===== src/design/ppu_pkg.sv =====
package ppu_pkg;

  // Field widths fixed by the stream format.
  localparam int unsigned ACC_W       = 15;
  localparam int unsigned AVAIL_W     = 4;
  localparam int unsigned WIDTH_W     = 4;
  localparam int unsigned COUNT_W     = 16;
  localparam int unsigned CFG_DATA_W  = 16;
  localparam int unsigned CFG_INDEX_W = 2;

  // One input request: a stream byte and the image restart flag.
  typedef struct packed {
    logic [7:0] data_byte;
    logic       start_image;
  } in_t;

  // One result: an expanded pixel and its flags.
  typedef struct packed {
    logic [7:0] pixel_value;
    logic       row_end;
    logic       image_end;
    logic       last;
  } out_t;

  // Result of one extraction step handed back to the top level.
  typedef struct packed {
    out_t               result;
    logic [AVAIL_W-1:0] avail_nxt;
  } step_t;

  // Configuration register indexes.
  typedef enum logic [CFG_INDEX_W-1:0] {
    REG_BITS_PER_PIXEL = 2'd0,
    REG_IMAGE_COLUMNS  = 2'd1,
    REG_IMAGE_ROWS     = 2'd2
  } cfg_reg_t;

  // Low masks for pixel codes of one to eight bits.
  localparam logic [7:0] LOW_MASKS [8] = '{
    8'h01, 8'h03, 8'h07, 8'h0F, 8'h1F, 8'h3F, 8'h7F, 8'hFF
  };

  // Range expansion of a code of the given width (1 to 8) to eight bits.
  function automatic logic [7:0] expand_code(input logic [7:0] code,
                                             input logic [WIDTH_W-1:0] width);
    logic [WIDTH_W-1:0] sh;
    logic [7:0]         m;
    begin
      sh = 4'd8 - width;
      m  = 8'd1 << sh;
      if (code == 8'd0) begin
        expand_code = 8'd0;
      end else if (code == 8'd1) begin
        expand_code = m;
      end else begin
        expand_code = (code << sh) | (m - 8'd1);
      end
    end
  endfunction

endpackage


===== src/design/packed_pixel_unpacker_unit.sv =====
// Channel   Direction  Signals                              Moves
// in_       input      in_valid, in_ready, in_data          one stream byte per request
// out_      output     out_valid, out_ready, out_data       one expanded pixel per request
// cfg_      input      cfg_wr_en, cfg_index, cfg_wdata      register write, no handshake
//
// A byte yields one pixel per cycle while out_ready does not stall, at most 8
// pixels, and holds the unpacker until its last pixel is out; a byte with no
// pixel does not hold it. The next byte is taken in the cycle the last pixel
// of the current one is registered. Reset clears the bit count, counters and
// valid flags and sets 8 bits per pixel on a 1 by 1 image. A stall on out_ready
// holds the output register and stops pixel extraction until it clears.
module packed_pixel_unpacker_unit (
  input  logic                            clk,
  input  logic                            rst_n,
  input  logic                            in_valid,
  output logic                            in_ready,
  input  ppu_pkg::in_t                    in_data,
  output logic                            out_valid,
  input  logic                            out_ready,
  output ppu_pkg::out_t                   out_data,
  input  logic                            cfg_wr_en,
  input  logic [ppu_pkg::CFG_INDEX_W-1:0] cfg_index,
  input  logic [ppu_pkg::CFG_DATA_W-1:0]  cfg_wdata
);

  logic [ppu_pkg::WIDTH_W-1:0] bpp_r;
  logic [ppu_pkg::COUNT_W-1:0] cols_r;
  logic [ppu_pkg::COUNT_W-1:0] rows_r;

  logic                        busy_r, busy_nxt;
  logic [ppu_pkg::ACC_W-1:0]   acc_r, acc_nxt;
  logic [ppu_pkg::AVAIL_W-1:0] avail_r, avail_nxt;
  logic [ppu_pkg::COUNT_W-1:0] col_r, col_nxt;
  logic [ppu_pkg::COUNT_W-1:0] row_r, row_nxt;
  logic                        done_r, done_nxt;
  logic                        out_valid_r, out_valid_nxt;
  ppu_pkg::out_t               out_data_r, out_data_nxt;

  logic [ppu_pkg::WIDTH_W-1:0] width;
  ppu_pkg::step_t              step;
  logic                        slot_free;
  logic                        emit;
  logic                        accept;
  logic [ppu_pkg::AVAIL_W-1:0] avail_e;
  logic [2:0]                  lc;
  logic [6:0]                  lo_bits;

  // Effective pixel width: zero counts as one, above eight as eight.
  always_comb begin
    if (bpp_r == 4'd0) begin
      width = 4'd1;
    end else if (bpp_r > 4'd8) begin
      width = 4'd8;
    end else begin
      width = bpp_r;
    end
  end

  // Configuration registers.
  always_ff @(posedge clk) begin
    if (!rst_n) begin
      bpp_r  <= 4'd8;
      cols_r <= 16'd1;
      rows_r <= 16'd1;
    end else if (cfg_wr_en) begin
      unique case (cfg_index)
        ppu_pkg::REG_BITS_PER_PIXEL: bpp_r  <= cfg_wdata[ppu_pkg::WIDTH_W-1:0];
        ppu_pkg::REG_IMAGE_COLUMNS:  cols_r <= cfg_wdata;
        ppu_pkg::REG_IMAGE_ROWS:     rows_r <= cfg_wdata;
        default: ;
      endcase
    end
  end

  ppu_step u_step (
    .acc          (acc_r),
    .avail        (avail_r),
    .width        (width),
    .column_count (col_r),
    .row_count    (row_r),
    .image_columns(cols_r),
    .image_rows   (rows_r),
    .step         (step)
  );

  // While a byte is held, a pixel is extracted whenever the output register is free or being drained.
  assign slot_free = !out_valid_r || out_ready;
  assign emit      = busy_r && slot_free;
  assign in_ready  = !busy_r || (emit && step.result.last);
  assign accept    = in_valid && in_ready;

  // Bit count left once this cycle's extraction is done.
  assign avail_e = emit ? step.avail_nxt : avail_r;

  // Leftover bits of the finished byte, masked to their count.
  assign lc      = avail_e[2:0];
  assign lo_bits = acc_r[6:0] & ((7'd1 << lc) - 7'd1);

  always_comb begin
    busy_nxt      = busy_r;
    acc_nxt       = acc_r;
    avail_nxt     = avail_r;
    col_nxt       = col_r;
    row_nxt       = row_r;
    done_nxt      = done_r;
    out_valid_nxt = out_valid_r;
    out_data_nxt  = out_data_r;

    // Pixel extraction into the output register.
    if (emit) begin
      out_valid_nxt = 1'b1;
      out_data_nxt  = step.result;
      avail_nxt     = step.avail_nxt;
      busy_nxt      = !step.result.last;
      if (step.result.row_end) begin
        col_nxt = '0;
        row_nxt = row_r + 16'd1;
      end else begin
        col_nxt = col_r + 16'd1;
      end
      if (step.result.image_end) begin
        done_nxt = 1'b1;
      end
    end else if (out_ready) begin
      out_valid_nxt = 1'b0;
    end

    // A new request sees the state left by the extraction above.
    if (accept) begin
      if (in_data.start_image) begin
        col_nxt   = '0;
        row_nxt   = '0;
        done_nxt  = 1'b0;
        avail_nxt = '0;
      end
      if (!done_nxt && (cols_r != 16'd0) && (rows_r != 16'd0)) begin
        busy_nxt = 1'b1;
        // Leftover bits are dropped on restart or when they already fill a pixel.
        if (in_data.start_image || (avail_e >= width)) begin
          acc_nxt   = {7'd0, in_data.data_byte};
          avail_nxt = 4'd8;
        end else begin
          acc_nxt   = {lo_bits, in_data.data_byte};
          avail_nxt = {1'b0, lc} + 4'd8;
        end
      end
    end
  end

  // Control state.
  always_ff @(posedge clk) begin
    if (!rst_n) begin
      busy_r      <= 1'b0;
      avail_r     <= '0;
      col_r       <= '0;
      row_r       <= '0;
      done_r      <= 1'b0;
      out_valid_r <= 1'b0;
    end else begin
      busy_r      <= busy_nxt;
      avail_r     <= avail_nxt;
      col_r       <= col_nxt;
      row_r       <= row_nxt;
      done_r      <= done_nxt;
      out_valid_r <= out_valid_nxt;
    end
  end

  // Payload registers.
  always_ff @(posedge clk) begin
    acc_r      <= acc_nxt;
    out_data_r <= out_data_nxt;
  end

  assign out_valid = out_valid_r;
  assign out_data  = out_data_r;

endmodule


===== src/design/ppu_step.sv =====
module ppu_step (
  input  logic [ppu_pkg::ACC_W-1:0]   acc,
  input  logic [ppu_pkg::AVAIL_W-1:0] avail,
  input  logic [ppu_pkg::WIDTH_W-1:0] width,
  input  logic [ppu_pkg::COUNT_W-1:0] column_count,
  input  logic [ppu_pkg::COUNT_W-1:0] row_count,
  input  logic [ppu_pkg::COUNT_W-1:0] image_columns,
  input  logic [ppu_pkg::COUNT_W-1:0] image_rows,
  output ppu_pkg::step_t              step
);

  logic [ppu_pkg::AVAIL_W-1:0] shift;
  logic [ppu_pkg::ACC_W-1:0]   shifted;
  logic [7:0]                  code;
  logic [ppu_pkg::COUNT_W:0]   col_inc;
  logic [ppu_pkg::COUNT_W:0]   row_inc;
  logic                        row_end;
  logic                        img_end;

  // Take the next code from the top of the unused bits.
  assign shift   = avail - width;
  assign shifted = acc >> shift;
  assign code    = shifted[7:0] & ppu_pkg::LOW_MASKS[3'(width - 4'd1)];

  // Row and image end use at-least compares so that a size change mid-image still ends it.
  assign col_inc = {1'b0, column_count} + 17'd1;
  assign row_inc = {1'b0, row_count} + 17'd1;
  assign row_end = col_inc >= {1'b0, image_columns};
  assign img_end = row_end && (row_inc >= {1'b0, image_rows});

  // The byte is finished when too few bits remain or the image is complete.
  always_comb begin
    step.result.pixel_value = ppu_pkg::expand_code(code, width);
    step.result.row_end     = row_end;
    step.result.image_end   = img_end;
    step.result.last        = img_end || (shift < width);
    step.avail_nxt          = img_end ? '0 : shift;
  end

endmodule

===== config.mk =====
export PLATFORM = sky130hd
export DESIGN_NAME = packed_pixel_unpacker_unit
export DESIGN_NICKNAME = d
export VERILOG_FILES = /design/src/design/ppu_pkg.sv /design/src/design/packed_pixel_unpacker_unit.sv /design/src/design/ppu_step.sv
export SDC_FILE = /design/constraint.sdc
export NUM_CORES = 1
export LEC_CHECK = 0
export BUFFER_PORTS_ARGS = -buffer_cell sky130_fd_sc_hd__buf_2
export CORE_MARGIN = 8
export CORE_UTILIZATION = 25
export CTS_CLUSTER_DIAMETER = 50
export DETAILED_ROUTE_END_ITERATION = 8
export SYNTH_ARGS = -nofsm -noshare
export SYNTH_HDL_FRONTEND = slang
export SYNTH_SLANG_ARGS = --single-unit

===== constraint.sdc =====
create_clock -name clk -period 4.81 [get_ports clk]
set_input_delay 0.7215 -clock clk [delete_from_list [all_inputs] [get_ports clk]]
set_output_delay 0.7215 -clock clk [all_outputs]
set_load 0.1 [all_outputs]

* Word level (Yosys, flattened, before mapping)
Memory sizes are Yosys's and may differ from the RTL's.
Cells that the tools add are included.
** Storage, ports and cells
- Bits in registers :: 101
- Bits in latches :: 0
- Bits in writable memories :: 0
- Bits in read-only memories :: 64
- Bits of input ports :: 32
- Output and inout bits :: 13
- Word-level logic and storage cells :: 96
- Memories kept :: 1
** Memories
- (no name shown) :: depth 8, bits a word 8, rd ports 1, clocked after memory_dff 0, write ports 0, RTL line ppu_step.sv:23 : assign code = shifted[7:0] & ppu_pkg::LOW_MASKS[3'(width - 4'd1)];
** Operators by class
- $add $sub $neg :: 10
- Multipliers :: 0
- Divide/modulo/power cells :: 0
- Magnitude comparators :: 6
- Eq/ne operators :: 3
- Shift-type cells :: 4
- Muxes and demuxes :: 29
- Bitwise operators :: 4
- Reductions and logical operators :: 24
** Operators with widths (count)
- two-way mux 16 bit :: 8
- adder 16 x 1 -> 17 bit (second input constant) :: 2
- greater-or-equal comparator 17 x 16 -> 1 bit :: 2
- adder 16 x 1 -> 16 bit (second input constant) :: 2
- two-way mux 4 bit :: 8
- nonzero test 16 bit :: 2
- two-way mux 8 bit :: 3
- >> shifter 15 x 4 -> 8 bit :: 1
- two-way mux 1 bit :: 10
- AND 8 bit :: 1
- equality test 8 x 1 -> 1 bit (second input constant) :: 1
- logical NOT 8 bit :: 1
- OR 8 bit :: 1
- AND reduction 2 bit :: 4
- left shift 1 x 4 -> 8 bit (first input constant) :: 1
- left shift 8 x 4 -> 8 bit :: 1
- subtractor 8 x 1 -> 8 bit (second input constant) :: 1
- AND 7 bit :: 1
- left shift 1 x 3 -> 7 bit (first input constant) :: 1
- subtractor 7 x 1 -> 7 bit (second input constant) :: 1
- logical AND 1 bit :: 6
- adder 3 x 4 -> 4 bit (second input constant) :: 1
- greater-or-equal comparator 4 bit :: 1
- greater-or-equal comparator 4 bit (second input constant) :: 1
- other kinds (13) :: 19

* Logic depth before layout (Yosys ltp)
- Word-level depth :: 15
- Depth in mapped cells :: 22
- Depth with buffers taken out :: 21

* Modules after synthesis
Synthesis repeated with hierarchy kept, for this count alone.
** Unflattened totals
- Cell total of the unflattened synthesis :: 810
- Area, all modules :: 7053.0 µm²
** By module, submodules not included
- packed_pixel_unpacker_unit :: instances 1, cells an instance 420, area an instance 4111.4 µm², sequential area each 2282.2 µm²
- ppu_step :: instances 1, cells an instance 390, area an instance 2941.6 µm², sequential area each 0.0 µm²

* Worst setup path after synthesis
OpenSTA, ideal clock, no wires.
- Path type :: reg-to-reg
- Start :: reg col_r[0] in the netlist's numbering
- End :: reg acc_r[14] in the netlist's numbering (data pin)
- Setup time :: 0.175 ns
- Data arrival time :: 4.716 ns
- Required time :: 4.635 ns
- Slack :: -0.081 ns
- Cell stages (with the launch flop) :: 21
- Buffers on the path :: 1
- Clock period less this slack :: 4.891 ns
- Cell sequence :: dfxtp_1 > ha_1 > nand2_1 > nor3_1 > and3_1 > xor2_1 > ha_1 > a21oi_1 > nor2_1 > a2111oi_0 > o21ai_1 > a211o_1 > buf_2 > a211oi_1 > a21oi_1 > ha_1 > nand2b_1 > a21o_1 > a21o_1 > a211oi_1 > nor4bb_1
** On the way
- Longest elaborated chain between the ends :: 8
- Elaborated cells between the ends (all ways) :: 10
- Classes of those cells :: add/sub (2); order compare (2); shift (1); mux (2); bitwise (1); reduce/logical (2)
** RTL lines
- start: declaration :: RTL line packed_pixel_unpacker_unit.sv:33 : logic [ppu_pkg::COUNT_W-1:0] col_r, col_nxt;
- start signal: assignment :: RTL line packed_pixel_unpacker_unit.sv:162 : col_r <= col_nxt;
- adder 16 x 1 -> 17 bit (*) :: RTL line ppu_step.sv:26 : assign col_inc = {1'b0, column_count} + 17'd1;
- greater-or-equal comparator 17 x 16 -> 1 bit (*) :: RTL line ppu_step.sv:28 : assign row_end = col_inc >= {1'b0, image_columns};
- logical AND 1 bit (*) :: RTL line ppu_step.sv:29 : assign img_end = row_end && (row_inc >= {1'b0, image_rows});
- two-way mux 4 bit (*) :: RTL line ppu_step.sv:37 : step.avail_nxt = img_end ? '0 : shift;
- two-way mux 4 bit (*) :: RTL line packed_pixel_unpacker_unit.sv:93 : assign avail_e = emit ? step.avail_nxt : avail_r;
- left shift 1 x 3 -> 7 bit :: RTL line packed_pixel_unpacker_unit.sv:97 : assign lo_bits = acc_r[6:0] & ((7'd1 << lc) - 7'd1);
- subtractor 7 x 1 -> 7 bit :: RTL line packed_pixel_unpacker_unit.sv:97
- AND 7 bit :: RTL line packed_pixel_unpacker_unit.sv:97
- end signal: assignment :: RTL line packed_pixel_unpacker_unit.sv:171 : acc_r <= acc_nxt;
- end: declaration :: RTL line packed_pixel_unpacker_unit.sv:31 : logic [ppu_pkg::ACC_W-1:0] acc_r, acc_nxt;
Every way passes the cells marked *; elsewhere a longest branch is shown, timed or not.
A chain may end at the register's enable or synchronous reset.

* Worst setup path after layout
- Start :: reg row_r[6] in the netlist's numbering
- End :: reg acc_r[10] in the netlist's numbering (data pin)
** On the way
- Longest elaborated chain between the ends :: 8
- Elaborated cells between the ends (all ways) :: 10
- Classes of those cells :: add/sub (2); order compare (2); shift (1); mux (2); bitwise (1); reduce/logical (2)
** RTL lines
- start: declaration :: RTL line packed_pixel_unpacker_unit.sv:34 : logic [ppu_pkg::COUNT_W-1:0] row_r, row_nxt;
- start signal: assignment :: RTL line packed_pixel_unpacker_unit.sv:163 : row_r <= row_nxt;
- adder 16 x 1 -> 17 bit (*) :: RTL line ppu_step.sv:27 : assign row_inc = {1'b0, row_count} + 17'd1;
- greater-or-equal comparator 17 x 16 -> 1 bit (*) :: RTL line ppu_step.sv:29
- logical AND 1 bit (*) :: RTL line ppu_step.sv:29
- two-way mux 4 bit (*) :: RTL line ppu_step.sv:37
- two-way mux 4 bit (*) :: RTL line packed_pixel_unpacker_unit.sv:93
- left shift 1 x 3 -> 7 bit :: RTL line packed_pixel_unpacker_unit.sv:97
- subtractor 7 x 1 -> 7 bit :: RTL line packed_pixel_unpacker_unit.sv:97
- AND 7 bit :: RTL line packed_pixel_unpacker_unit.sv:97
Marks and branches as above.

==> reports/results.txt <==
Vias: 5656
Gpl congestion: 0.830
Core Box Area: 26700 um^2
Dominant cells by area after synthesis: dfxtp_1 22%, edfxtp_1 12%, ha_1 10%
Diode count: 0
Met2 wire length: 8.54 mm
# fillers: 2871
CTS tree: yes
Reg2Reg Setup Slack: 0.31 ns
Die H: 180 um
Commonest cells post-synth: 111 x nand2_1, 75 x dfxtp_1, 64 x a21oi_1
DR iter-0 viols: 405
# H-tree levels: 3
Number of max-cap violations: 0
Vias in the first global route: 5612
Final wirelength: 17.2 mm
Slew Limit Fails: 0
Crit path capture type: flip-flop
Hold Crit Class: reg -> reg
Post-synth EDFFs: 26
Clock-pin slew of the registers on the worst-case setup and hold paths: 0.08 ns
Post-route antenna net violation count: 0
Std-Cell Rows: 60
Share of cells above drive strength 1: 15.2%
Num ports: 45
Post-CTS setup buffer count: 0
Die X: 180 um
Buffers added on ports: 44
Final Cycle Share: 93.5%
Layout area overhead: 14.3%
Peak Freq: 222 MHz
CTS Root Cell: clkbuf_16
Ys async rst share: 0%
Cell Area, Placed: 7350 um^2
Initial Util: 25.2%
Clock Tree Buf Depth: 2
Netlist cell types: 77
WP data arrival: 4.69 ns
Synth top area share: 22.3%
Static leakage: 3.10 nW
Drt pass-1 iters: 5
Power Density: 330 nW/um^2
Clk_lat worst skew: 0.36 ns
# clock sinks: 101
Hold violation total from the final report: 0
Area leader, netlist: dfxtp_1
Synth Area per Inst: 8.69 um^2
Fin area: 7700 um^2
GRT overflow: 0
Final nets: 900
Max Used Layer: met4
Power Total: 2.54 mW
DRC viols: 0
Tmin final: 4.50 ns
Dominant synthesized flop cell: dfxtp_1
Final setup fails: 0
Post-DP HPWL: 13.0 mm
Critical path launch point type: flip-flop
YS warnings: 0
DR WL met3: 544 um
Flops & latches, synth: 101
Maximum fanout along the worst path: 8
Required time worst endpoint: 5.01 ns
Worst-margin pin slew: 0.868 ns
Initial antenna violation count: 0
Cell count after synthesis: 775
Synth Cell Area: 6740 um^2
M1 WL: 7.92 mm
Clock skew: 0.0158 ns
Maximum vdd drop: 0.000157 V
Post-synthesis sequential area ratio: 33.9%
Outcome: finished clean
Avg WL per Cell: 14.8 um
Largest net degree at the start of global routing: 38
CTS Buf Count: 9
Global Route Usage Sum: 10.4%
Die area: 32500 um^2
Most frequent cell after synthesis: nand2_1
Global-route wire length before repair: 28.4 mm
Via density: 4.88
Syn_nets: 862
CP Class: reg -> reg
Max transition margin: 42.0%
==> what timing repair did <==
item	in CTS	in global routing
setup endpoints to repair	0	11
hold buffers	0	0
gates resized for setup	0	16
==> flip-flops by register name (all words and copies together) (netlist names) <==
register,count
bpp_r,4
acc_r,15
avail_r,4
out_valid,1
col_r,16
row_r,16
out_data,11
busy_r,1
rows_r,16
done_r,1
cols_r,16
==> where the power goes <==
part	internal, mW	total, mW	switching, mW
Sequential	0.944	0.982	0.0377
Clock	0.389	0.723	0.334
Combinational	0.284	0.838	0.555
==> cells by family after synthesis <==
logic type	count (synthesis)	synth area share, %
AOI/OAI and AO/OA	169	17.2
xor gates and xnor gates	44	5.72
adders and majority gates	55	10.3
buffers and inverters	86	5.46
DFF	101	33.9
muxes	29	6.85
and+or+nand+nor	291	20.6
==> per-stage QoR <==
| stage | worst slack, ns | hold slack, ns | utilization (%) | cells | setup TNS (ns) |
|---|---|---|---|---|---|
| after floorplan | 0.0200 | 0.437 | - | 775 | 0 |
| after global placement | 0.145 | 0.448 | 27.5 | 1143 | 0 |
| after detailed placement | 0.0674 | 0.456 | 27.5 | 1143 | 0 |
| after CTS | 0.0000826 | 0.472 | 28.6 | 1159 | 0 |
| after global routing | -0.0110 | 0.499 | 28.8 | 1159 | -0.0110 |
| final | 0.314 | 0.472 | 28.8 | 1159 | 0 |
==> final timing paths <==
check,cells past startpoint,to,from
worst max-delay path,21,acc_r[10],row_r[6]
worst min-delay path,2,done_r,done_r
worst max register to register,21,acc_r[10],row_r[6]
worst min register to register,2,done_r,done_r
==> critical path, cell delays in order (launching register included) <==
cell,delay [ns]
dfxtp_1,0.43
and4_1,0.24
and4_1,0.25
and2_1,0.18
nor2b_2,0.21
nand2_1,0.11
xnor2_1,0.13
ha_1,0.29
a21oi_1,0.19
o31ai_2,0.12
a211oi_2,0.27
a21oi_4,0.16
a211oi_1,0.22
a21oi_1,0.09
ha_1,0.30
nand2b_1,0.14
a21o_1,0.17
a21o_1,0.18
a211oi_2,0.27
buf_4,0.19
nand2_1,0.06
a21oi_1,0.12
==> metal layers <==
| metal | vias to the layer above | GRT usage [%] |
|---|---|---|
| met5 | - | 0 |
| met4 | 0 | 2.45 |
| li1 | 2852 | - |
| met3 | 11 | 1.98 |
| met2 | 101 | 18.4 |
| met1 | 2692 | 12.9 |
==> area by class of cell <==
cell class / count / area (um^2) / share of cell area, %
clock buffers: 12 / 258 / 3.35
clock inverters: 4 / 33.8 / 0.439
inverters: 54 / 203 / 2.63
multi-input cells: 588 / 4150 / 53.9
flip-flops and latches: 101 / 2280 / 29.6
well taps: 341 / 427 / 5.54
repair buffers: 59 / 348 / 4.52
==> placed cells by master, fill, tap and decap left out, types with 7 or more instances in the layout <==
cell | netlist | final
nor2_1 | 63 | 62
buf_4 | 4 | 15
inv_1 | 48 | 48
a31oi_1 | 8 | 8
mux2i_1 | 12 | 12
clkbuf_16 | 0 | 10
o21ai_0 | 16 | 16
nand4_1 | 9 | 9
and3_1 | 17 | 14
ha_1 | 54 | 53
a21oi_1 | 64 | 64
edfxtp_1 | 26 | 26
a2bb2oi_1 | 7 | 7
xnor2_1 | 15 | 14
nand2_1 | 111 | 111
nand3_1 | 32 | 31
mux4_2 | 13 | 13
buf_2 | 6 | 43
a21o_1 | 8 | 8
nor4_1 | 8 | 8
xor2_1 | 29 | 28
dfxtp_1 | 75 | 74
Power figures use the tool's default switching activity.
